===== src/glos_pkg.sv =====
// Shared types and constants for the grid line-of-sight checker.
// Used by glos_front, glos_queue, glos_back and the top level.
`default_nettype none

package glos_pkg;

    localparam int COORD_W     = 6;  // width of one grid coordinate
    localparam int DIM_CFG_W   = 7;  // width of the size registers
    localparam int CFG_IDX_W   = 2;
    localparam int ERR_W       = 9;  // Bresenham error term, signed
    localparam int E2_W        = ERR_W + 1;
    localparam int QUEUE_DEPTH = 2;

    localparam logic [DIM_CFG_W-1:0] DIM_RESET = 7'd64;

    localparam logic [CFG_IDX_W-1:0] CFG_GRID_WIDTH  = 2'd0;
    localparam logic [CFG_IDX_W-1:0] CFG_GRID_HEIGHT = 2'd1;

    localparam logic MODE_WRITE = 1'b0;
    localparam logic MODE_QUERY = 1'b1;

    // One classified command as it travels from the front to the back
    typedef struct packed {
        logic                     is_query;
        logic [COORD_W-1:0]       x0;
        logic [COORD_W-1:0]       y0;
        logic [COORD_W-1:0]       x1;
        logic [COORD_W-1:0]       y1;
        logic                     cell_val;
        logic [COORD_W-1:0]       dx;
        logic [COORD_W-1:0]       dy_mag;
        logic                     x_neg;
        logic                     y_neg;
        logic signed [ERR_W-1:0]  err0;
    } glos_cmd_t;

    typedef struct packed {
        logic clearing;
        logic in_query;
    } glos_status_t;

endpackage

`default_nettype wire


===== src/glos_front.sv =====
// Front end: accepts input words, classifies them and precomputes the line setup.
// Depends on glos_pkg.
`default_nettype none

module glos_front
    import glos_pkg::*;
(
    input  wire logic               aclk,
    input  wire logic               aresetn,
    input  wire logic               hold,
    input  wire logic               s_valid,
    output logic                    s_ready,
    input  wire logic               s_mode,
    input  wire logic [COORD_W-1:0] s_start_x,
    input  wire logic [COORD_W-1:0] s_start_y,
    input  wire logic [COORD_W-1:0] s_end_x,
    input  wire logic [COORD_W-1:0] s_end_y,
    input  wire logic               s_cell_value,
    output logic                    cmd_valid,
    input  wire logic               cmd_ready,
    output glos_cmd_t               cmd
);

    logic      valid_reg;
    glos_cmd_t cmd_reg;
    glos_cmd_t cmd_next;
    logic      accept;

    assign s_ready   = !hold && (!valid_reg || cmd_ready);
    assign accept    = s_valid && s_ready;
    assign cmd_valid = valid_reg;
    assign cmd       = cmd_reg;

    always_comb begin
        cmd_next.is_query = (s_mode == MODE_QUERY);
        cmd_next.x0       = s_start_x;
        cmd_next.y0       = s_start_y;
        cmd_next.x1       = s_end_x;
        cmd_next.y1       = s_end_y;
        cmd_next.cell_val = s_cell_value;
        cmd_next.dx       = (s_end_x > s_start_x) ? (s_end_x - s_start_x)
                                                  : (s_start_x - s_end_x);
        cmd_next.dy_mag   = (s_end_y > s_start_y) ? (s_end_y - s_start_y)
                                                  : (s_start_y - s_end_y);
        cmd_next.x_neg    = !(s_start_x < s_end_x);
        cmd_next.y_neg    = !(s_start_y < s_end_y);
        cmd_next.err0     = ERR_W'(cmd_next.dx) - ERR_W'(cmd_next.dy_mag);
    end

    always_ff @(posedge aclk) begin
        if (!aresetn) begin
            valid_reg <= 1'b0;
        end else if (accept) begin
            valid_reg <= 1'b1;
        end else if (cmd_ready) begin
            valid_reg <= 1'b0;
        end
    end

    always_ff @(posedge aclk) begin
        if (accept) begin
            cmd_reg <= cmd_next;
        end
    end

endmodule

`default_nettype wire


===== config.mk =====
export PLATFORM = sky130hd
export DESIGN_NAME = glos_front
export DESIGN_NICKNAME = d
export VERILOG_FILES = /design/src/glos_pkg.sv /design/src/glos_front.sv
export SDC_FILE = /design/constraint.sdc
export NUM_CORES = 1
export LEC_CHECK = 0
export BUFFER_PORTS_ARGS = -buffer_cell sky130_fd_sc_hd__buf_4
export CAP_MARGIN = 20
export CORE_MARGIN = 2
export CORE_UTILIZATION = 35
export CTS_BUF_LIST = sky130_fd_sc_hd__clkbuf_8
export DETAILED_ROUTE_END_ITERATION = 16
export PLACE_DENSITY = 0.62
export SLEW_MARGIN = 5
export SYNTH_ARGS = -nofsm -noshare
export SYNTH_HDL_FRONTEND = slang
export SYNTH_SLANG_ARGS = --single-unit

===== constraint.sdc =====
create_clock -name aclk -period 3.2 [get_ports aclk]
set_clock_uncertainty 0.05 [all_clocks]
set_input_delay 0.64 -clock aclk [delete_from_list [all_inputs] [get_ports aclk]]
set_output_delay 0.64 -clock aclk [all_outputs]
set_load 0.05 [all_outputs]

==> flow_metrics.tcl, run 1 <==
set metrics [dict create \
    muxShareOfSynthArea 0.0357 \
    clock_latency_ps 290 \
    vdd_drop_max_uv 244 \
    numPortBuffers 81 \
    violations "negative setup slack" \
    synth_area_sq_um 2840 \
    fin_crit_ps 3210 \
    cts_buffers 5 \
    finalSetupViolations 1 \
    switching_share 0.350 \
    dieArea_sq_um 8860 \
    p_comb_frac 0.460 \
    yosysTopAreaCell "edfxtp_1" \
    largest_register_ffs 47 \
    pin_count 82 \
    synthFlopType "edfxtp_1" \
    status "finished with violations" \
    relSlewSlack 0.742 \
    met1_usage 0.170 \
    clock_power_share 0.168 \
    antenna_found_initial 0 \
    grtUsageMet2 0.225 \
    path_max_fanout 3 \
    initial_core_util 0.364 \
    path_cells "buf_6, inv_4, ha_4, inv_2, fa_2, a21o_1, a21oi_4, a211oi_4, buf_6, mux2i_2, xnor2_1, ha_1, a21boi_4, or4_4, nand3_2" \
    hold_viol 0 \
    synth_top_family_by_area "adder cells" \
    ctsHoldBuffers 0 \
    initialDrtViolationCount 71 \
    dr.pass1.iters 4 \
    powerDensity_nw_per_um2 497 \
    drv_slew 0 \
    synth_most_common_cell "edfxtp_1" \
    grt_pass1_vias 2108 \
    cts-root-buf "clkbuf_8" \
    synth.distinct_cells 45 \
    power.total_mw 2.12 \
    synth_compound_area_frac 0.116 \
    htreeDepth 2 \
    gp_congestion 0.831 \
    intPower_mw 1.38 \
    setup_tns_ps -10.9 \
    whs_ps 468 \
    grt_use_total 0.131 \
    die_height_um 94.1 \
    syn-num-nets 294 \
    top_usage_layer "met2" \
    fin_cells 477 \
    ys_top_cells_by_count "edfxtp_1, inv_1, ha_1" \
    maxCapViolCount 0 \
    path_clk_slew_ps 90 \
    period_share 1.00 \
    globalRoute.totalOverflow 0 \
    synth_xor_xnor_area_share 0.0339 \
    clock.fmax_ghz 0.311 \
    netlist_top_cells_area "edfxtp_1, ha_1, inv_1, fa_1, mux2i_1" \
    p_switching_mw 0.743 \
    grt_pass1_wl_um 9220 \
    areaGrowthSynthToFinish_pct 50.1 \
    num_vias 2172 \
    fin_area_sq_um 4270 \
    synth_adder_area_share 0.167 \
    yosysWarnings 0 \
    clock_sinks 48 \
    die_x_um 94.1 \
    final.setup.worst_slack_ps -10.9 \
    drc 0 \
    rsz0062_at_grt "true" \
    dp_cells 455 \
    p_leak_nw 1.97 \
    synthCells 228 \
    worst_pin_slew_ps 386 \
    avgRoutedWirePerCell_um 12.4 \
    required_ps 3320 \
    ant_nets 0 \
    worstPathArrival_ps 3330 \
    core_sq_um 7810 \
    fin_nets 440 \
    synth-seq-cells 48 \
    worstSetupPathType "input port to flip-flop" \
    critPathMaxStageDelay_ps 510 \
    hold_class "input port to flip-flop" \
    cp-start-kind "input port" \
    synth-async-reset-ratio 0 \
    grt_max_degree 49 \
    cpMaxStageDelayCell "or4_4" \
    synth_top_area_frac 0.496 \
    hpwl_um 4550 \
    tritoncts "done" \
    synth-edff-count 47 \
    yosys.area_share.simple 0.0731 \
    diodes 0 \
    critPathMostFrequentCell "buf_6" \
    cp-end-kind "flip-flop" \
    p_seq_frac 0.372 \
    yosysSeqAreaShare 0.504 \
    via_per_inst 4.55 \
    rows 32 \
    totalWireLength_um 5910 \
    cts_buffer_depth 2 \
    place_area_sq_um 3920 \
    avgSynthCellArea_sq_um 12.5 \
    met3_usage 0.0217 \
    layout-drive-gt1-share 0.493 \
]
## kinds of logic (layout without fill, tap and decap cells)
group                    after synthesis  in the layout
flip-flops                            48             48
buffers and inverters                 44            191
AO/OA/AOI/OAI                         43             43
AND/OR/NAND/NOR                       37             37
adder cells (fa/ha/maj)               35             35
XOR/XNOR                              11             11
multiplexers                          10             10
## layout make-up
class,count,area [sq um]
Clock buffer,5,68.8
Clock inverter,3,18.8
Fill cell,686,3540
Inverter,37,144
Multi-Input combinational cell,136,1350
Sequential cell,48,1430
Tap cell,102,128
Timing Repair Buffer,146,1130
## stage by stage
stage / util / worst slack (ps)
5_1_grt: 0.547 / -103
2_1_floorplan: - / -56.5
3_5_place_dp: 0.502 / -300
6_report: 0.547 / -10.9
4_1_cts: 0.516 / 16.8
3_3_place_gp: 0.502 / -226
## repair_timing
| action | 4_1_cts | 5_1_grt |
|---|---|---|
| gates resized for setup | 6 | 28 |
| setup endpoints to repair | 1 | 3 |
| pin swaps | 5 | 20 |
| buffers inserted | 1 | 12 |
## layer usage
metal	share of wire	wire length, um
met5	0	0
met4	0.0079	47
met3	0.043	253
met2	0.50	2950
met1	0.45	2660
## placed cells by master, fill, tap and decap left out, types with 4 or more instances in the layout
cell type  instances
buf_4            140
edfxtp_1          47
inv_1             33
ha_1              26
a21oi_1           10
nand2_1            9
a21o_1             7
xnor2_1            6
nor2_1             5
mux2i_1            5
xor2_1             5
o21ai_0            5
clkbuf_8           5
nor2b_1            4
ha_4               4
buf_6              4
## final timing paths
| check | startpoint | to | slack [ps] | cells after the start |
|---|---|---|---|---|
| max reg2reg | cmd_valid | cmd[2] | 1600 | 4 |
| min reg2reg | cmd_valid | cmd_valid | 600 | 2 |
| min | s_mode | cmd[48] | 470 | 1 |
| max | s_end_x[0] | cmd[5] | -10 | 15 |
## critical path, delay by kind of cell
| family | cells | cell delay [ps] |
|---|---|---|
| buf+inv | 4 | 320 |
| xor+xnor | 1 | 250 |
| mux | 1 | 140 |
| fa+ha+maj | 3 | 780 |
| compound gates | 4 | 620 |
| simple gates | 2 | 580 |
## power by group through the flow
stage	Sequential (mW)	Clock, mW	Combinational (mW)
after floorplan	0.967	0	0.373
after global placement	0.804	0	0.825
after detailed placement	0.804	0	0.838
after CTS	0.790	0.374	0.852
after global routing	0.794	0.394	1.05
final	0.788	0.357	0.977
(Power assumes the default switching activity.)
==> run 2, diff against run 1 <==
--- a/config.mk
+++ b/config.mk
@@ -7,12 +7,14 @@
 export LEC_CHECK = 0
 export BUFFER_PORTS_ARGS = -buffer_cell sky130_fd_sc_hd__buf_4
 export CAP_MARGIN = 20
+export CORE_ASPECT_RATIO = 1.2
 export CORE_MARGIN = 2
 export CORE_UTILIZATION = 35
 export CTS_BUF_LIST = sky130_fd_sc_hd__clkbuf_8
 export DETAILED_ROUTE_END_ITERATION = 16
 export PLACE_DENSITY = 0.62
-export SLEW_MARGIN = 5
+export SLEW_MARGIN = 10
 export SYNTH_ARGS = -nofsm -noshare
 export SYNTH_HDL_FRONTEND = slang
 export SYNTH_SLANG_ARGS = --single-unit
+export TNS_END_PERCENT = 10
==> run 2 against run 1 <==
Effect of this change: the flow now finishes without violations; sequential share of layout area rose by 0.69 points; largest power group unchanged; critical endpoint unchanged; cell count fell by 2.3%; sequential cell count did not move; highest routed layer unchanged.
==> flow_metrics.tcl, run 2 (synthesis results as in run 1) <==
set metrics [dict create \
    layout-drive-gt1-share 0.472 \
    gp_congestion 0.812 \
    min_to "cmd[48]" \
    status "complete, no violations" \
    critPathTopFamily "simple AND/OR/NAND/NOR gates" \
    powerDensity_nw_per_um2 507 \
    tritoncts "done" \
    cp-start-kind "input port" \
    pin_count 82 \
    worstSetupPathType "input port to flip-flop" \
    drv_slew 0 \
    vdd_drop_max_uv 208 \
    hpwl_um 4680 \
    hold_viol 0 \
    path_clk_slew_ps 80 \
    finalSetupViolations 0 \
    multi_input_area_sq_um 1310 \
    num_vias 2127 \
    totalWireLength_um 5920 \
    areaGrowthSynthToFinish_pct 47.1 \
    die_x_um 86.3 \
    r2r_end "cmd[23]" \
    p_leak_nw 1.93 \
    grt_max_degree 49 \
    clock_sinks 48 \
    relSlewSlack 0.589 \
    worstPathArrival_ps 3260 \
    largest_register_ffs 47 \
    maxCapViolCount 0 \
    cts-root-buf "clkbuf_8" \
    grt_pass1_wl_um 9530 \
    ff_latch_area_sq_um 1430 \
    core_sq_um 8020 \
    cts_buffers 5 \
    final_cell_mix "buf_4, edfxtp_1, inv_1" \
    die_height_um 103 \
    clock_latency_ps 310 \
    utilization 0.522 \
    holdCritStartpoint "s_mode" \
    final.setup.worst_slack_ps 56.9 \
    initial_core_util 0.355 \
    dr.pass1.iters 4 \
    grt_pass1_vias 2139 \
    cts_buffer_depth 2 \
    clock.fmax_ghz 0.318 \
    cp_num_buf_inv 2 \
    regToRegSetupSlack_ps 1560 \
    fin_crit_ps 3140 \
    via_per_inst 4.56 \
    timing.rr.start "cmd_valid" \
    initialDrtViolationCount 27 \
    rr_worst_depth 4 \
    cp-end-kind "flip-flop" \
    final_common_cell "buf_4" \
    drc 0 \
    diodes 0 \
    rows 36 \
    htreeDepth 2 \
    antenna_found_initial 0 \
    fin_nets 436 \
    required_ps 3320 \
    ant_nets 0 \
    dieArea_sq_um 8860 \
    min_path_cells 1 \
    hold_class "input port to flip-flop" \
    nFillCells 738 \
    rsz0062_at_grt "true" \
    globalRoute.totalOverflow 0 \
    period_share 0.982 \
    grt_use_total 0.138 \
    path_max_fanout 4 \
    path_cells "buf_4, buf_4, ha_1, and4_2, a32oi_4, mux2i_2, xor2_1, ha_1, o21ai_2, a21boi_1, or4_1, nand3_1" \
    avgRoutedWirePerCell_um 12.7 \
    critPathMaxStageDelay_ps 400 \
    post-place-ws_ps -339 \
    cpMaxStageDelayCell "or4_1" \
    worst_pin_slew_ps 616 \
    setup_tns_ps 0 \
    numPortBuffers 81 \
]
-- run 2: stage by stage --
stage,cell area (sq um),power (mW),hold slack (ps),std cells
final,4180,2.12,462,466
after global routing,4180,2.24,441,466
after global placement,3960,1.63,572,455
after floorplan,2860,1.34,689,228
after CTS,4100,2.10,451,464
after detailed placement,3960,1.64,582,455
-- run 2: area by class of cell --
type                            count  area share
Inverter                           37      0.0332
Multi-Input combinational cell    136       0.314
Clock buffer                        5      0.0165
Sequential cell                    48       0.342
Clock inverter                      3     0.00898
Tap cell                           95      0.0284
Timing Repair Buffer              142       0.257
-- run 2: what timing repair did --
item,in CTS,in global routing
endpoints found under the setup margin,2,3
hold buffers,0,0
resized for setup,4,15
pin swaps,5,14
setup buffers,1,2
-- run 2: routing by layer --
layer  wire, um  global-route usage  up-vias
met5          0                   0        -
li1           -                   -     1083
met1       2530               0.163      991
met4         98              0.0541        0
met3        263              0.0288        8
met2       3030               0.246       45
-- run 2: worst max path at each step --
| stage | from | end | slack [ps] | cells past startpoint |
|---|---|---|---|---|
| floorplan | s_end_x[0] | cmd[5] | -60 | 14 |
| global placement | s_end_y[0] | cmd[7] | -280 | 16 |
| detailed placement | s_end_x[0] | cmd[5] | -340 | 15 |
| CTS | s_end_y[0] | cmd[5] | -10 | 15 |
| global route | s_end_y[0] | cmd[5] | -40 | 15 |
| finish | s_end_y[0] | cmd[5] | 60 | 12 |
-- run 2: worst register-to-register path, cell delays in order (launching register included) --
cell and delay [ps]:
dfxtp_1 320, nor2b_1 130, nor2_1 100, and2_2 140
buf_4 490
-- run 2: power by group --
part | internal, mW | switching (mW) | total [mW] | leakage, nW
clock | 0.228 | 0.210 | 0.438 | 0.0532
combinational | 0.397 | 0.498 | 0.895 | 1.43
sequential | 0.772 | 0.0133 | 0.785 | 0.448
total | 1.40 | 0.721 | 2.12 | 1.93
==> run 3, diff against run 2 <==
--- a/config.mk
+++ b/config.mk
@@ -9,10 +9,10 @@
 export CAP_MARGIN = 20
 export CORE_ASPECT_RATIO = 1.2
 export CORE_MARGIN = 2
-export CORE_UTILIZATION = 35
+export CORE_UTILIZATION = 43
 export CTS_BUF_LIST = sky130_fd_sc_hd__clkbuf_8
 export DETAILED_ROUTE_END_ITERATION = 16
-export PLACE_DENSITY = 0.62
+export PLACE_DENSITY = 0.73
 export SLEW_MARGIN = 10
 export SYNTH_ARGS = -nofsm -noshare
 export SYNTH_HDL_FRONTEND = slang
==> run 3 against run 2 <==
Effect of this change: the flow now finishes with violations (negative setup slack); sequential share of layout area about the same; routed wire length increased by 4.0%; maximum frequency decreased by 2.4%; utilization increased by 13 points; register-to-register slack got worse by 100 ps; worst hold slack improved by 11 ps; sequential cell count unchanged; largest power group unchanged; total power decreased by 2.9%.
==> flow_metrics.tcl, run 3 (synthesis results as in run 1) <==
set metrics [dict create \
    drv_slew 0 \
    p_leak_nw 1.92 \
    areaGrowthSynthToFinish_pct 47.1 \
    core_sq_um 6410 \
    worstPathArrival_ps 3330 \
    critPathMaxStageDelay_ps 500 \
    nFillCells 515 \
    largest_register_ffs 47 \
    cts_buffer_depth 2 \
    initial_core_util 0.444 \
    path_clk_slew_ps 90 \
    rsz0062_at_grt "true" \
    cp_num_buf_inv 1 \
    drc 0 \
    period_share 1.01 \
    clock.fmax_ghz 0.310 \
    totalWireLength_um 6160 \
    grt_max_degree 27 \
    dr.pass1.iters 4 \
    ff_latch_area_sq_um 1430 \
    violations "negative setup slack" \
    maxCapViolCount 0 \
    path_max_fanout 5 \
    fin_cells 453 \
    place_area_sq_um 3910 \
    die_x_um 78.2 \
    rows 32 \
    globalRoute.totalOverflow 0 \
    fin_crit_ps 3220 \
    cpMaxStageDelayCell "or4_1" \
    clock_latency_ps 290 \
    dieArea_sq_um 7280 \
    htreeDepth 2 \
    relSlewSlack 0.596 \
    final_common_cell "buf_4" \
    finalSetupViolations 1 \
    gp_congestion 0.845 \
    final.setup.worst_slack_ps -21.0 \
    cp-start-kind "input port" \
    hold_viol 0 \
    status "finished with violations" \
    critPathTopFamily "compound AO/OA/AOI/OAI gates" \
    cp-end-kind "flip-flop" \
    diodes 0 \
    cts_buffers 5 \
    vdd_drop_max_uv 233 \
    antenna_found_initial 0 \
    avgRoutedWirePerCell_um 13.6 \
    grt_pass1_wl_um 9470 \
    fin_area_sq_um 4180 \
    worst_pin_slew_ps 606 \
    required_ps 3310 \
    powerDensity_nw_per_um2 492 \
    whs_ps 472 \
    via_per_inst 4.78 \
    hpwl_um 4710 \
    utilization 0.653 \
    path_cells "buf_4, ha_2, a21o_1, o211ai_4, a32oi_4, mux2i_2, xor2_1, ha_1, o21ai_2, a21boi_2, or4_1, nand3_1" \
    clock_sinks 48 \
    worstSetupPathType "input port to flip-flop" \
    die_height_um 93.1 \
    post-place-ws_ps -309 \
    layout-drive-gt1-share 0.478 \
    grt_pass1_vias 2152 \
    final_cell_mix "buf_4, edfxtp_1, inv_1" \
    dp_cells 438 \
    num_vias 2167 \
    initialDrtViolationCount 104 \
    multi_input_area_sq_um 1330 \
    numPortBuffers 81 \
    pin_count 82 \
    ant_nets 0 \
    cts-root-buf "clkbuf_8" \
    grt_use_total 0.165 \
    tritoncts "done" \
    hold_class "input port to flip-flop" \
    fin_nets 434 \
]
[run 3: cell type report]
| class | instances | share of cell area |
|---|---|---|
| Multi-Input combinational cell | 136 | 0.319 |
| Clock buffer | 5 | 0.0165 |
| Clock inverter | 2 | 0.00180 |
| Tap cell | 85 | 0.0254 |
| Sequential cell | 48 | 0.342 |
| Timing Repair Buffer | 140 | 0.261 |
| Inverter | 37 | 0.0344 |
[run 3: power breakdown]
part / internal [mW] / switching (mW)
Sequential: 0.772 / 0.0133
Clock: 0.145 / 0.191
Combinational: 0.417 / 0.519
[run 3: repair_timing]
action / in CTS / in global routing
buffers inserted: 1 / 7
endpoints found under the setup margin: 1 / 3
gates resized for setup: 0 / 32
pin swaps: 1 / 19
hold buffers: 0 / 0
[run 3: final timing paths]
path	cells past startpoint	end	startpoint	slack (ps)
max	12	cmd[5]	s_end_y[3]	-20
min	1	cmd[42]	s_start_x[0]	470
max reg2reg	4	cmd[23]	cmd_valid	1460
min reg2reg	2	cmd_valid	cmd_valid	620
[run 3: through the flow]
stage | TNS [ps] | power, mW
finish | -21.0 | 2.06
detailed placement | -915 | 1.64
global route | -236 | 2.17
floorplan | -56.5 | 1.34
CTS | 0 | 1.99
global placement | -579 | 1.62
[run 3: worst reg2reg max path, delay by kind of cell, from the launching register on]
family	cells	cell delay, ps
buffers and inverters	1	270
DFF	1	320
and+or+nand+nor	3	810
[run 3: layer usage]
layer / global-route usage / wire length, um / up-vias
li1: - / - / 1072
met1: 0.186 / 2510 / 1038
met2: 0.310 / 3370 / 53
met3: 0.0261 / 223 / 4
met4: 0.0614 / 51 / 0
met5: 0 / 0 / -
