===== src/glos_pkg.sv =====
// Shared types and constants for the grid line-of-sight checker.
// Used by glos_front, glos_queue, glos_back and the top level.
`default_nettype none

package glos_pkg;

    localparam int COORD_W     = 6;  // width of one grid coordinate
    localparam int DIM_CFG_W   = 7;  // width of the size registers
    localparam int CFG_IDX_W   = 2;
    localparam int ERR_W       = 9;  // Bresenham error term, signed
    localparam int E2_W        = ERR_W + 1;
    localparam int QUEUE_DEPTH = 2;

    localparam logic [DIM_CFG_W-1:0] DIM_RESET = 7'd64;

    localparam logic [CFG_IDX_W-1:0] CFG_GRID_WIDTH  = 2'd0;
    localparam logic [CFG_IDX_W-1:0] CFG_GRID_HEIGHT = 2'd1;

    localparam logic MODE_WRITE = 1'b0;
    localparam logic MODE_QUERY = 1'b1;

    // One classified command as it travels from the front to the back
    typedef struct packed {
        logic                     is_query;
        logic [COORD_W-1:0]       x0;
        logic [COORD_W-1:0]       y0;
        logic [COORD_W-1:0]       x1;
        logic [COORD_W-1:0]       y1;
        logic                     cell_val;
        logic [COORD_W-1:0]       dx;
        logic [COORD_W-1:0]       dy_mag;
        logic                     x_neg;
        logic                     y_neg;
        logic signed [ERR_W-1:0]  err0;
    } glos_cmd_t;

    typedef struct packed {
        logic clearing;
        logic in_query;
    } glos_status_t;

endpackage

`default_nettype wire


===== src/glos_queue.sv =====
// Short command queue between the front end and the line walker.
// Depends on glos_pkg.
`default_nettype none

module glos_queue
    import glos_pkg::*;
(
    input  wire logic      aclk,
    input  wire logic      aresetn,
    input  wire logic      in_valid,
    output logic           in_ready,
    input  wire glos_cmd_t in_cmd,
    output logic           out_valid,
    input  wire logic      out_ready,
    output glos_cmd_t      out_cmd
);

    localparam int PTR_W = (QUEUE_DEPTH > 1) ? $clog2(QUEUE_DEPTH) : 1;
    localparam int CNT_W = $clog2(QUEUE_DEPTH + 1);

    glos_cmd_t        slot_reg [QUEUE_DEPTH];
    logic [PTR_W-1:0] wr_ptr_reg;
    logic [PTR_W-1:0] rd_ptr_reg;
    logic [CNT_W-1:0] count_reg;
    logic             push;
    logic             pop;

    assign in_ready  = (count_reg != CNT_W'(QUEUE_DEPTH));
    assign out_valid = (count_reg != '0);
    assign out_cmd   = slot_reg[rd_ptr_reg];
    assign push      = in_valid && in_ready;
    assign pop       = out_valid && out_ready;

    always_ff @(posedge aclk) begin
        if (!aresetn) begin
            wr_ptr_reg <= '0;
            rd_ptr_reg <= '0;
            count_reg  <= '0;
        end else begin
            if (push) begin
                wr_ptr_reg <= (wr_ptr_reg == PTR_W'(QUEUE_DEPTH - 1)) ? '0
                                                                      : wr_ptr_reg + 1'b1;
            end
            if (pop) begin
                rd_ptr_reg <= (rd_ptr_reg == PTR_W'(QUEUE_DEPTH - 1)) ? '0
                                                                      : rd_ptr_reg + 1'b1;
            end
            if (push && !pop) begin
                count_reg <= count_reg + 1'b1;
            end else if (pop && !push) begin
                count_reg <= count_reg - 1'b1;
            end
        end
    end

    always_ff @(posedge aclk) begin
        if (push) begin
            slot_reg[wr_ptr_reg] <= in_cmd;
        end
    end

endmodule

`default_nettype wire


===== config.mk =====
export PLATFORM = sky130hd
export DESIGN_NAME = glos_queue
export DESIGN_NICKNAME = d
export VERILOG_FILES = /design/src/glos_pkg.sv /design/src/glos_queue.sv
export SDC_FILE = /design/constraint.sdc
export NUM_CORES = 1
export LEC_CHECK = 0
export BUFFER_PORTS_ARGS = -buffer_cell sky130_fd_sc_hd__buf_2
export CORE_ASPECT_RATIO = 2
export CORE_UTILIZATION = 55
export CTS_CLUSTER_SIZE = 30
export DETAILED_ROUTE_END_ITERATION = 8
export PLACE_DENSITY = 0.83
export SLEW_MARGIN = 40
export SYNTH_ARGS = -nofsm -noshare
export SYNTH_HDL_FRONTEND = slang
export SYNTH_SLANG_ARGS = --single-unit

===== constraint.sdc =====
create_clock -name aclk -period 3.8 [get_ports aclk]
set_clock_uncertainty 0.1 [all_clocks]
set_input_delay 0.19 -clock aclk [delete_from_list [all_inputs] [get_ports aclk]]
set_output_delay 0.19 -clock aclk [all_outputs]
set_load 0.1 [all_outputs]

==> results of run 1 <==
## kinds of logic (layout without fill, tap and decap cells)
| family | count (synthesis) | count (layout) | synth area share [%] |
|---|---|---|---|
| buf+inv | 6 | 169 | 0.995 |
| simple gates | 9 | 9 | 1.73 |
| mux | 49 | 49 | 14.6 |
| fa+ha+maj | 1 | 1 | 0.332 |
| flops | 103 | 103 | 80.7 |
| xor+xnor | 3 | 3 | 0.697 |
| compound gates | 5 | 5 | 0.929 |
## final cells by class
type	count	area, um^2
Sequential cell	103	3050
Fill cell	393	1500
Timing Repair Buffer	152	1010
Multi-Input combinational cell	67	696
Clock buffer	9	225
Tap cell	88	110
Clock inverter	7	30.0
Inverter	1	6.26
## placed cells by master (no fill, tap or decap), types with 2 or more instances in the layout
master and n:
buf_2 103, edfxtp_1 98, mux2_2 49, dlygate4sd3_1 49
clkbuf_16 9, and2_1 4, clkinv_1 4, dfxtp_1 4
clkinv_2 3, xnor2_1 2
## worst max-delay path, delay by kind of cell (launching register included)
family | cells | cell delay, ps
muxes | 1 | 420
DFF | 1 | 760
buffers and inverters | 1 | 300
## per-layer routing
layer / part of all wire, % / wire [um] / GRT usage, %
met1: 36 / 2590 / 23.1
met2: 57 / 4160 / 37.8
met3: 3.7 / 266 / 3.69
met4: 3.0 / 214 / 12.2
met5: 0 / 0 / 0
## cells in the mapped netlist
| cell type | n |
|---|---|
| edfxtp_1 | 98 |
| mux2_2 | 49 |
| dfxtp_1 | 5 |
| and2_1 | 4 |
| buf_2 | 3 |
| xnor2_1 | 2 |
| a21bo_2 | 1 |
| a21boi_0 | 1 |
| a21boi_1 | 1 |
| and3_1 | 1 |
| buf_4 | 1 |
| buf_6 | 1 |
| ha_1 | 1 |
| inv_1 | 1 |
| nand2b_4 | 1 |
| nand3b_1 | 1 |
| o21ai_0 | 1 |
| o21ai_1 | 1 |
| or2_2 | 1 |
| or3_1 | 1 |
| xor2_1 | 1 |
## where the power goes
group	switching, mW	internal (mW)	total, mW
Sequential	0.116	1.42	1.54
Clock	0.351	0.431	0.782
Combinational	1.53	0.384	1.91
## path summary, 6_finish.rpt
check | slack [ps] | endpoint | startpoint | depth (start not counted)
setup / recovery | 1670 | out_cmd[41] | flip-flop | 2
hold / removal | 40 | flip-flop | aresetn | 2
setup reg to reg | 2000 | count_reg[1] | count_reg[0] | 5
hold reg to reg | 500 | flip-flop | rd_ptr_reg | 2
==> summary.md, run 1 <==
| Metric | Value |
|---|---|
| CTS max path bufs | 2 |
| Post-synth top area share | 78.0% |
| Ys Warns | 0 |
| Final Max Tran Viols | 0 |
| Clk sinks | 103 |
| RSZ-0062 raised after global routing | false |
| Buffers on Ports | 103 |
| Static Leakage | 1.93 nW |
| Number of global-route vias before repair | 2264 |
| WP data required | 3510 ps |
| Die X | 60.6 um |
| Fin crit share | 56.1% |
| Pwr Density | 827 nW/um^2 |
| # H-tree levels | 3 |
| Hold Crit Class | in -> reg |
| Hold Fails Final Rpt | 0 |
| Antenna cell count | 0 |
| Crit path DAT | 1840 ps |
| Worst relative slew slack | 54.9% |
| Post-route cell area | 5120 um^2 |
| VDD IR max | 0.564 mV |
| Post-CTS Resized | 0 |
| Placed insts | 362 |
| Post-DR wirelength/cell | 16.9 um |
| Setup_tns | 0 ps |
| Seq/Total Area, Yosys | 80.7% |
| Initial DRC Count | 105 |
| #FFs+latches synth | 103 |
| CP max stage delay | 760 ps |
| Worst-margin pin slew | 677 ps |
| Status | completed |
| Hold buffer count at cts | 49 |
| Vias per inst | 5.01 |
| Fraction of layout cells with a size suffix above 1 | 50.1% |
| DR DRC count | 0 |
| Dpl ws | 2010 ps |
| Antenna-violating nets left | 0 |
| Congestion Overflow GR | 0 |
| GRT Overall Usage | 21.5% |
| Clock Root Buffer | clkbuf_16 |
| Cells along the critical path | mux2_2 > buf_2 |
| Mean post-synth cell area | 21.4 um^2 |
| Max-Cap Viols | 0 |
| Total Power | 4.23 mW |
| CTS Buf Count | 9 |
| Post-CTS setup buffers | 0 |
| Fin crit period | 2130 ps |
| Crit path max fanout | 49 |
| Site Rows | 42 |
| Routability cong. | 0.760 |
| Setup crit start kind | flip-flop |
| Cell Area, Synth | 3770 um^2 |
| Post-Syn Nets | 230 |
| Fin Hold WS | 40.1 ps |
| Nets | 388 |
| Die Ht | 119 um |
| Worst Setup Slack, final | 1670 ps |
| Initial antenna violation count | 0 |
| Slowest CP cell | dfxtp_4 |
| CTS tree | yes |
| FMAX | 469 MHz |
| Post-Route WL | 7.23 mm |
| Final setup viols | 0 |
| Placed cell area | 4370 um^2 |
| Die area | 7210 um^2 |
| Synth Instances | 176 |
| CTS clk-pin slew, worst paths | 60 ps |
| Area delta synth->final | 35.8% |
| Largest register FFs | 98 |
| Core Util, Final | 77.3% |
| Synth area leader | edfxtp_1 |
| Setup crit end kind | output port |
| Core ar. | 6620 um^2 |
| Skew-Pair Late Insertion Delay | 330 ps |
| # IOs | 104 |
| DP HPWL | 4.23 mm |
| WS Path Type | reg -> out |
| Vias | 2140 |
| First-pass GRT wire length | 11.0 mm |
| Starting Density | 57.0% |
| DR pass1 iterations | 4 |
| Largest net degree at the start of global routing | 50 |
| Synth unique cells | 21 |
| Final std cells w/o fill | 427 |
| Synth area leaders | edfxtp_1, mux2_2, dfxtp_1, and2_1, xnor2_1 |
No activity file was read; power rests on OpenSTA's default activity.
==> inputs of run 2 (changes only) <==
--- a/config.mk
+++ b/config.mk
@@ -5,12 +5,13 @@
 export SDC_FILE = /design/constraint.sdc
 export NUM_CORES = 1
 export LEC_CHECK = 0
+export ABC_AREA = 1
 export BUFFER_PORTS_ARGS = -buffer_cell sky130_fd_sc_hd__buf_2
 export CORE_ASPECT_RATIO = 2
-export CORE_UTILIZATION = 55
+export CORE_UTILIZATION = 52
 export CTS_CLUSTER_SIZE = 30
 export DETAILED_ROUTE_END_ITERATION = 8
-export PLACE_DENSITY = 0.83
+export PLACE_DENSITY = 0.79
 export SLEW_MARGIN = 40
 export SYNTH_ARGS = -nofsm -noshare
 export SYNTH_HDL_FRONTEND = slang
==> constraint.sdc (replaced) <==
create_clock -name aclk -period 2.1 [get_ports aclk]
set_clock_uncertainty 0.1 [all_clocks]
set_input_delay 0.105 -clock aclk [delete_from_list [all_inputs] [get_ports aclk]]
set_output_delay 0.105 -clock aclk [all_outputs]
set_load 0.1 [all_outputs]
==> run 2 against run 1 <==
  * Synthesized cell count is 7.4% higher
  * Largest power group unchanged
  * Combinational power increased by 79%
  * Clock-buffer cell count is 2 higher
  * Cell count increased by 4.9%
==> summary.md, run 2 <==
| Metric | Value |
|---|---|
| Vias | 2209 |
| Largest register FFs | 98 |
| Multi-input gate area | 733 um^2 |
| Final std cells w/o fill | 448 |
| Skew-Pair Late Insertion Delay | 330 ps |
| DP HPWL | 4.44 mm |
| RR Startpoint | count_reg[0] |
| FF+latch area | 3040 um^2 |
| Core ar. | 6990 um^2 |
| Setup_tns | 0 ps |
| Synth unique cells | 16 |
| DR DRC count | 0 |
| CP max stage delay | 410 ps |
| Setup crit end kind | output port |
| Logic pwr share | 45.3% |
| Status | completed |
| RSZ-0062 raised after global routing | false |
| Post-CTS Resized | 0 |
| Max-Cap Viols | 0 |
| Final setup viols | 0 |
| CTS Buf Count | 9 |
| CP top delay family | buffers and inverters |
| Fill count | 436 |
| Cells along the critical path | buf_4 > mux2_2 > buf_2 |
| Routability cong. | 0.723 |
| Worst relative slew slack | 66.4% |
| Die area | 7720 um^2 |
| Main synth FF type | edfxtp_1 |
| Antenna cell count | 0 |
| Post-synth EDFFs | 98 |
| Post-Route WL | 6.98 mm |
| Setup crit start kind | flip-flop |
| Area delta synth->final | 37.1% |
| Slowest CP cell | mux2_2 |
| CTS max path bufs | 2 |
| Clock Root Buffer | clkbuf_16 |
| Synth Area in XOR/XNOR | 0% |
| Number of global-route vias before repair | 2326 |
| # H-tree levels | 3 |
| Placed cell area | 4480 um^2 |
| Die X | 62.6 um |
| Largest net degree at the start of global routing | 30 |
| Hold Path Origin | out_ready |
| Seq/Total Area, Yosys | 79.6% |
| Net Sw Power | 3.45 mW |
| CTS tree | yes |
| Nets | 408 |
| Post-synthesis simple-gate area fraction | 1.96% |
| GRT Overall Usage | 19.4% |
| Synth Area in Compound Gates | 0.589% |
| Starting Density | 54.6% |
| Vias per inst | 4.93 |
| Post-CTS setup buffers | 0 |
| WS Path Type | reg -> out |
| Post-route cell area | 5240 um^2 |
| Most common cell after layout, fill and taps aside | buf_2 |
| FFs w/ async S/R, synth | 0% |
| First-pass GRT wire length | 10.7 mm |
| Pwr Density | 1440 nW/um^2 |
| #FFs+latches synth | 103 |
| Placed insts | 383 |
| Cell Area, Synth | 3820 um^2 |
| Commonest non-fill, non-tap cells in the layout | buf_2, edfxtp_1, dlygate4sd3_1, mux2_2, mux2_4 |
| Synth Area in Adders | 0.327% |
| Fin crit share | 91.6% |
| Die Ht | 123 um |
| Clk sinks | 103 |
| Worst-margin pin slew | 507 ps |
| Cell-internal power | 4.07 mW |
| Synth Instances | 189 |
| Fin crit period | 1920 ps |
| Congestion Overflow GR | 0 |
| DR pass1 iterations | 4 |
| Main combinational cell family by area after synthesis | multiplexers |
| Sw frac | 45.9% |
| Site Rows | 43 |
| Synth area leaders | edfxtp_1, mux2_2, mux2_4, dfxtp_1, nand2_1 |
| Total Power | 7.52 mW |
| Final Max Tran Viols | 0 |
| Cell with the most instances after synthesis | edfxtp_1 |
| Most frequent cells after synthesis | edfxtp_1, mux2_2, mux2_4 |
| Post-Syn Nets | 243 |
| Initial antenna violation count | 0 |
| Fraction of layout cells with a size suffix above 1 | 48.6% |
| Antenna-violating nets left | 0 |
| Crit path buf inv count | 2 |
| Post-synth top area share | 77.0% |
| Mean post-synth cell area | 20.2 um^2 |
| Hold Fails Final Rpt | 0 |
| Initial DRC Count | 77 |
| Hold Crit Class | in -> reg |
| Hold buffer count at cts | 50 |
| Ys Warns | 0 |
| CTS clk-pin slew, worst paths | 60 ps |
| Post-DR wirelength/cell | 15.6 um |
| WP data required | 1890 ps |
| Crit path max fanout | 29 |
| Synth area leader | edfxtp_1 |
| VDD IR max | 0.965 mV |
| Multiplexer share of the synthesized area | 15.4% |
| Clock power frac | 18.9% |
| Crit path DAT | 1720 ps |
| Static Leakage | 2.03 nW |
| Buffers on Ports | 103 |
| FMAX | 520 MHz |
| Flop pwr share | 35.8% |
| # IOs | 104 |
==> run 2: stage by stage <==
step / hold WS (ps) / setup slack, ps / utilization (%)
after floorplan: 104 / 43.0 / -
after global placement: 192 / 524 / 64.1
after detailed placement: 196 / 460 / 64.1
after CTS: 78.0 / 147 / 74.9
after global routing: 143 / 99.2 / 74.9
final: 101 / 177 / 74.9
==> run 2: path summary, 6_finish.rpt <==
kind	endpoint	slack (ps)	cells after the start
worst max-delay path	out_cmd[33]	180	3
worst min-delay path	rd_ptr_reg	100	4
worst max register to register	count_reg[1]	340	10
worst min register to register	rd_ptr_reg	410	2
==> run 2: layout make-up <==
cell class	instances	area share [%]
clock buffers	11	4.44
clock inverters	4	0.454
inverters	8	0.573
multi-input cells	73	14.0
flip-flops and latches	103	58.1
well taps	90	2.15
repair buffers	159	20.3
==> run 2: cell families (layout without fill, tap and decap cells) <==
family / after synthesis / after routing
fa+ha+maj: 1 / 1
flops: 103 / 103
buf+inv: 13 / 182
mux: 49 / 49
simple gates: 19 / 19
compound gates: 4 / 4
==> run 2: worst reg2reg max path: cells and delay by family (launching register included) <==
kind                       cells  cell delay (ps)
and+or+nand+nor                5              510
adders and majority gates      1              320
buffers and inverters          4              440
DFF                            1              320
==> run 2: per-layer routing <==
metal	up-vias	track usage, %	routed length, um
met3	12	5.35	278
met1	1082	17.0	2280
met5	-	0	0
met2	69	37.4	4240
met4	0	12.2	170
li1	1046	-	-
==> run 2: power groups by stage <==
| stage | combinational [mW] | sequential (mW) | clock [mW] |
|---|---|---|---|
| 2_1_floorplan | 2.92 | 2.71 | 0 |
| 3_3_place_gp | 3.31 | 2.72 | 0 |
| 3_5_place_dp | 3.33 | 2.74 | 0 |
| 4_1_cts | 3.41 | 2.69 | 1.47 |
| 5_1_grt | 3.52 | 2.72 | 1.52 |
| 6_report | 3.41 | 2.69 | 1.42 |
==> inputs of run 3 (changes only) <==
==> constraint.sdc (replaced) <==
create_clock -name aclk -period 2.1 [get_ports aclk]
set_clock_uncertainty 0.1 [all_clocks]
set_input_delay 0.42 -clock aclk [delete_from_list [all_inputs] [get_ports aclk]]
set_output_delay 0.42 -clock aclk [all_outputs]
set_load 0.1 [all_outputs]
==> run 3 against run 2 <==
  * Worst hold slack improved by 78 ps
  * Non-clock buffer count decreased by 50
  * Via count decreased by 9.6%
  * Die area unchanged
  * Routed wire length decreased by 14%
  * Sequential share of layout area increased by 3.7 points
  * Cell count decreased by 11%
  * Maximum frequency decreased by 6.0%
  * Clock-buffer cell count increased by 2
  * First-iteration DRC count decreased by 7.8%
  * Register-to-register slack improved by 100 ps
  * Critical path depth unchanged
  * Highest routed layer unchanged
==> summary.md, run 3 (same netlist as run 2, synthesis figures left out) <==
| Metric | Value |
|---|---|
| Status | completed |
| Fill count | 473 |
| Crit path DAT | 1530 ps |
| Hold Crit Class | in -> reg |
| DR pass1 iterations | 3 |
| Congestion Overflow GR | 0 |
| Post-DR wirelength/cell | 15.1 um |
| Skew-Pair Late Insertion Delay | 320 ps |
| Multi-input gate area | 733 um^2 |
| Largest register FFs | 98 |
| FF+latch area | 3040 um^2 |
| Vias per inst | 5.00 |
| Hold Path Origin | in_cmd[14] |
| FMAX | 489 MHz |
| Core ar. | 6990 um^2 |
| Clk sinks | 103 |
| Post-CTS setup buffers | 0 |
| Starting Density | 54.6% |
| First-pass GRT wire length | 9.03 mm |
| DP HPWL | 4.16 mm |
| Fraction of layout cells with a size suffix above 1 | 56.6% |
| Setup_tns | 0 ps |
| Fin crit period | 2050 ps |
| Number of global-route vias before repair | 2018 |
| Commonest non-fill, non-tap cells in the layout | edfxtp_1, buf_2, mux2_2, buf_4, mux2_4 |
| CTS clk-pin slew, worst paths | 60 ps |
| CTS Buf Count | 9 |
| Clock Root Buffer | clkbuf_16 |
| Hold Fails Final Rpt | 0 |
| Crit path max fanout | 27 |
| WS Path Type | reg -> out |
| Area delta synth->final | 28.8% |
| Setup crit end kind | output port |
| Nets | 358 |
| GRT Overall Usage | 16.2% |
| Routability cong. | 0.732 |
| Fin crit share | 97.5% |
| Largest net degree at the start of global routing | 40 |
| Site Rows | 43 |
| WP data required | 1580 ps |
| CTS max path bufs | 2 |
| DR DRC count | 0 |
| Post-Route WL | 6.02 mm |
| Max-Cap Viols | 0 |
| Antenna cell count | 0 |
| # H-tree levels | 3 |
| Final setup viols | 0 |
| Setup crit start kind | flip-flop |
| CTS tree | yes |
| Die Ht | 123 um |
| Fin Hold WS | 179 ps |
| Antenna-violating nets left | 0 |
| Most common cell after layout, fill and taps aside | edfxtp_1 |
| Initial DRC Count | 71 |
| RR Startpoint | count_reg[0] |
| Buffers on Ports | 103 |
| Initial antenna violation count | 0 |
| Die X | 62.6 um |
| Worst relative slew slack | 67.7% |
| Die area | 7720 um^2 |
| # IOs | 104 |
| Worst-margin pin slew | 489 ps |
| Vias | 1996 |
| Final Max Tran Viols | 0 |
run 3: changes by cell type in the layout (fill, tap and decap cells not counted):
cell           change
buf_12             +3
bufinv_16          +2
clkbuf_1           +2
clkinv_4           -1
clkbuf_4           +6
buf_2             -38
buf_4             +29
dlygate4sd3_1     -50
clkinv_1           -2
run 3: through the flow:
step                std cells  cell area [um^2]  util [%]  setup slack (ps)
floorplan                 189              3850         -              43.0
global placement          383              4520      64.6               360
detailed placement        383              4520      64.6               354
CTS                       399              4840      69.2              3.67
global route              399              4920      70.4            -0.539
finish                    399              4920      70.4              53.1
run 3: final timing paths:
check | slack [ps] | cells past startpoint | to
setup / recovery | 50 | 3 | out_cmd[35]
hold reg to reg | 410 | 2 | rd_ptr_reg
hold / removal | 180 | 1 | slot_reg[0][14]
setup reg to reg | 440 | 5 | slot_reg[1][24]
run 3: final cells by class:
cell class | instances | area share, %
Sequential cell | 103 | 61.9
Multi-Input combinational cell | 73 | 14.9
Timing Repair Buffer | 109 | 14.1
Clock buffer | 13 | 4.88
Tap cell | 90 | 2.29
Clock inverter | 3 | 1.37
Inverter | 8 | 0.610
run 3: routing by layer:
metal | global-route usage (%) | wire (um) | vias up
met5 | 0 | 0 | -
met4 | 9.30 | 143 | 0
met3 | 4.06 | 291 | 10
met2 | 31.5 | 3510 | 61
met1 | 14.6 | 2070 | 974
li1 | - | - | 951
run 3: timing repair:
item / in CTS / in global routing
resized for setup: 5 / 60
cloned: 0 / 0
endpoints found under the setup margin: 5 / 33
hold buffers: 0 / 0
run 3: critical path: stages, from the launching register on:
cell and delay, ps:
dfxtp_2 370, buf_12 200, mux2_2 350, clkbuf_4 280
Power of run 3 is not shown: default switching activity piles up to over one toggle a cycle in this logic, so the estimate is an artifact.
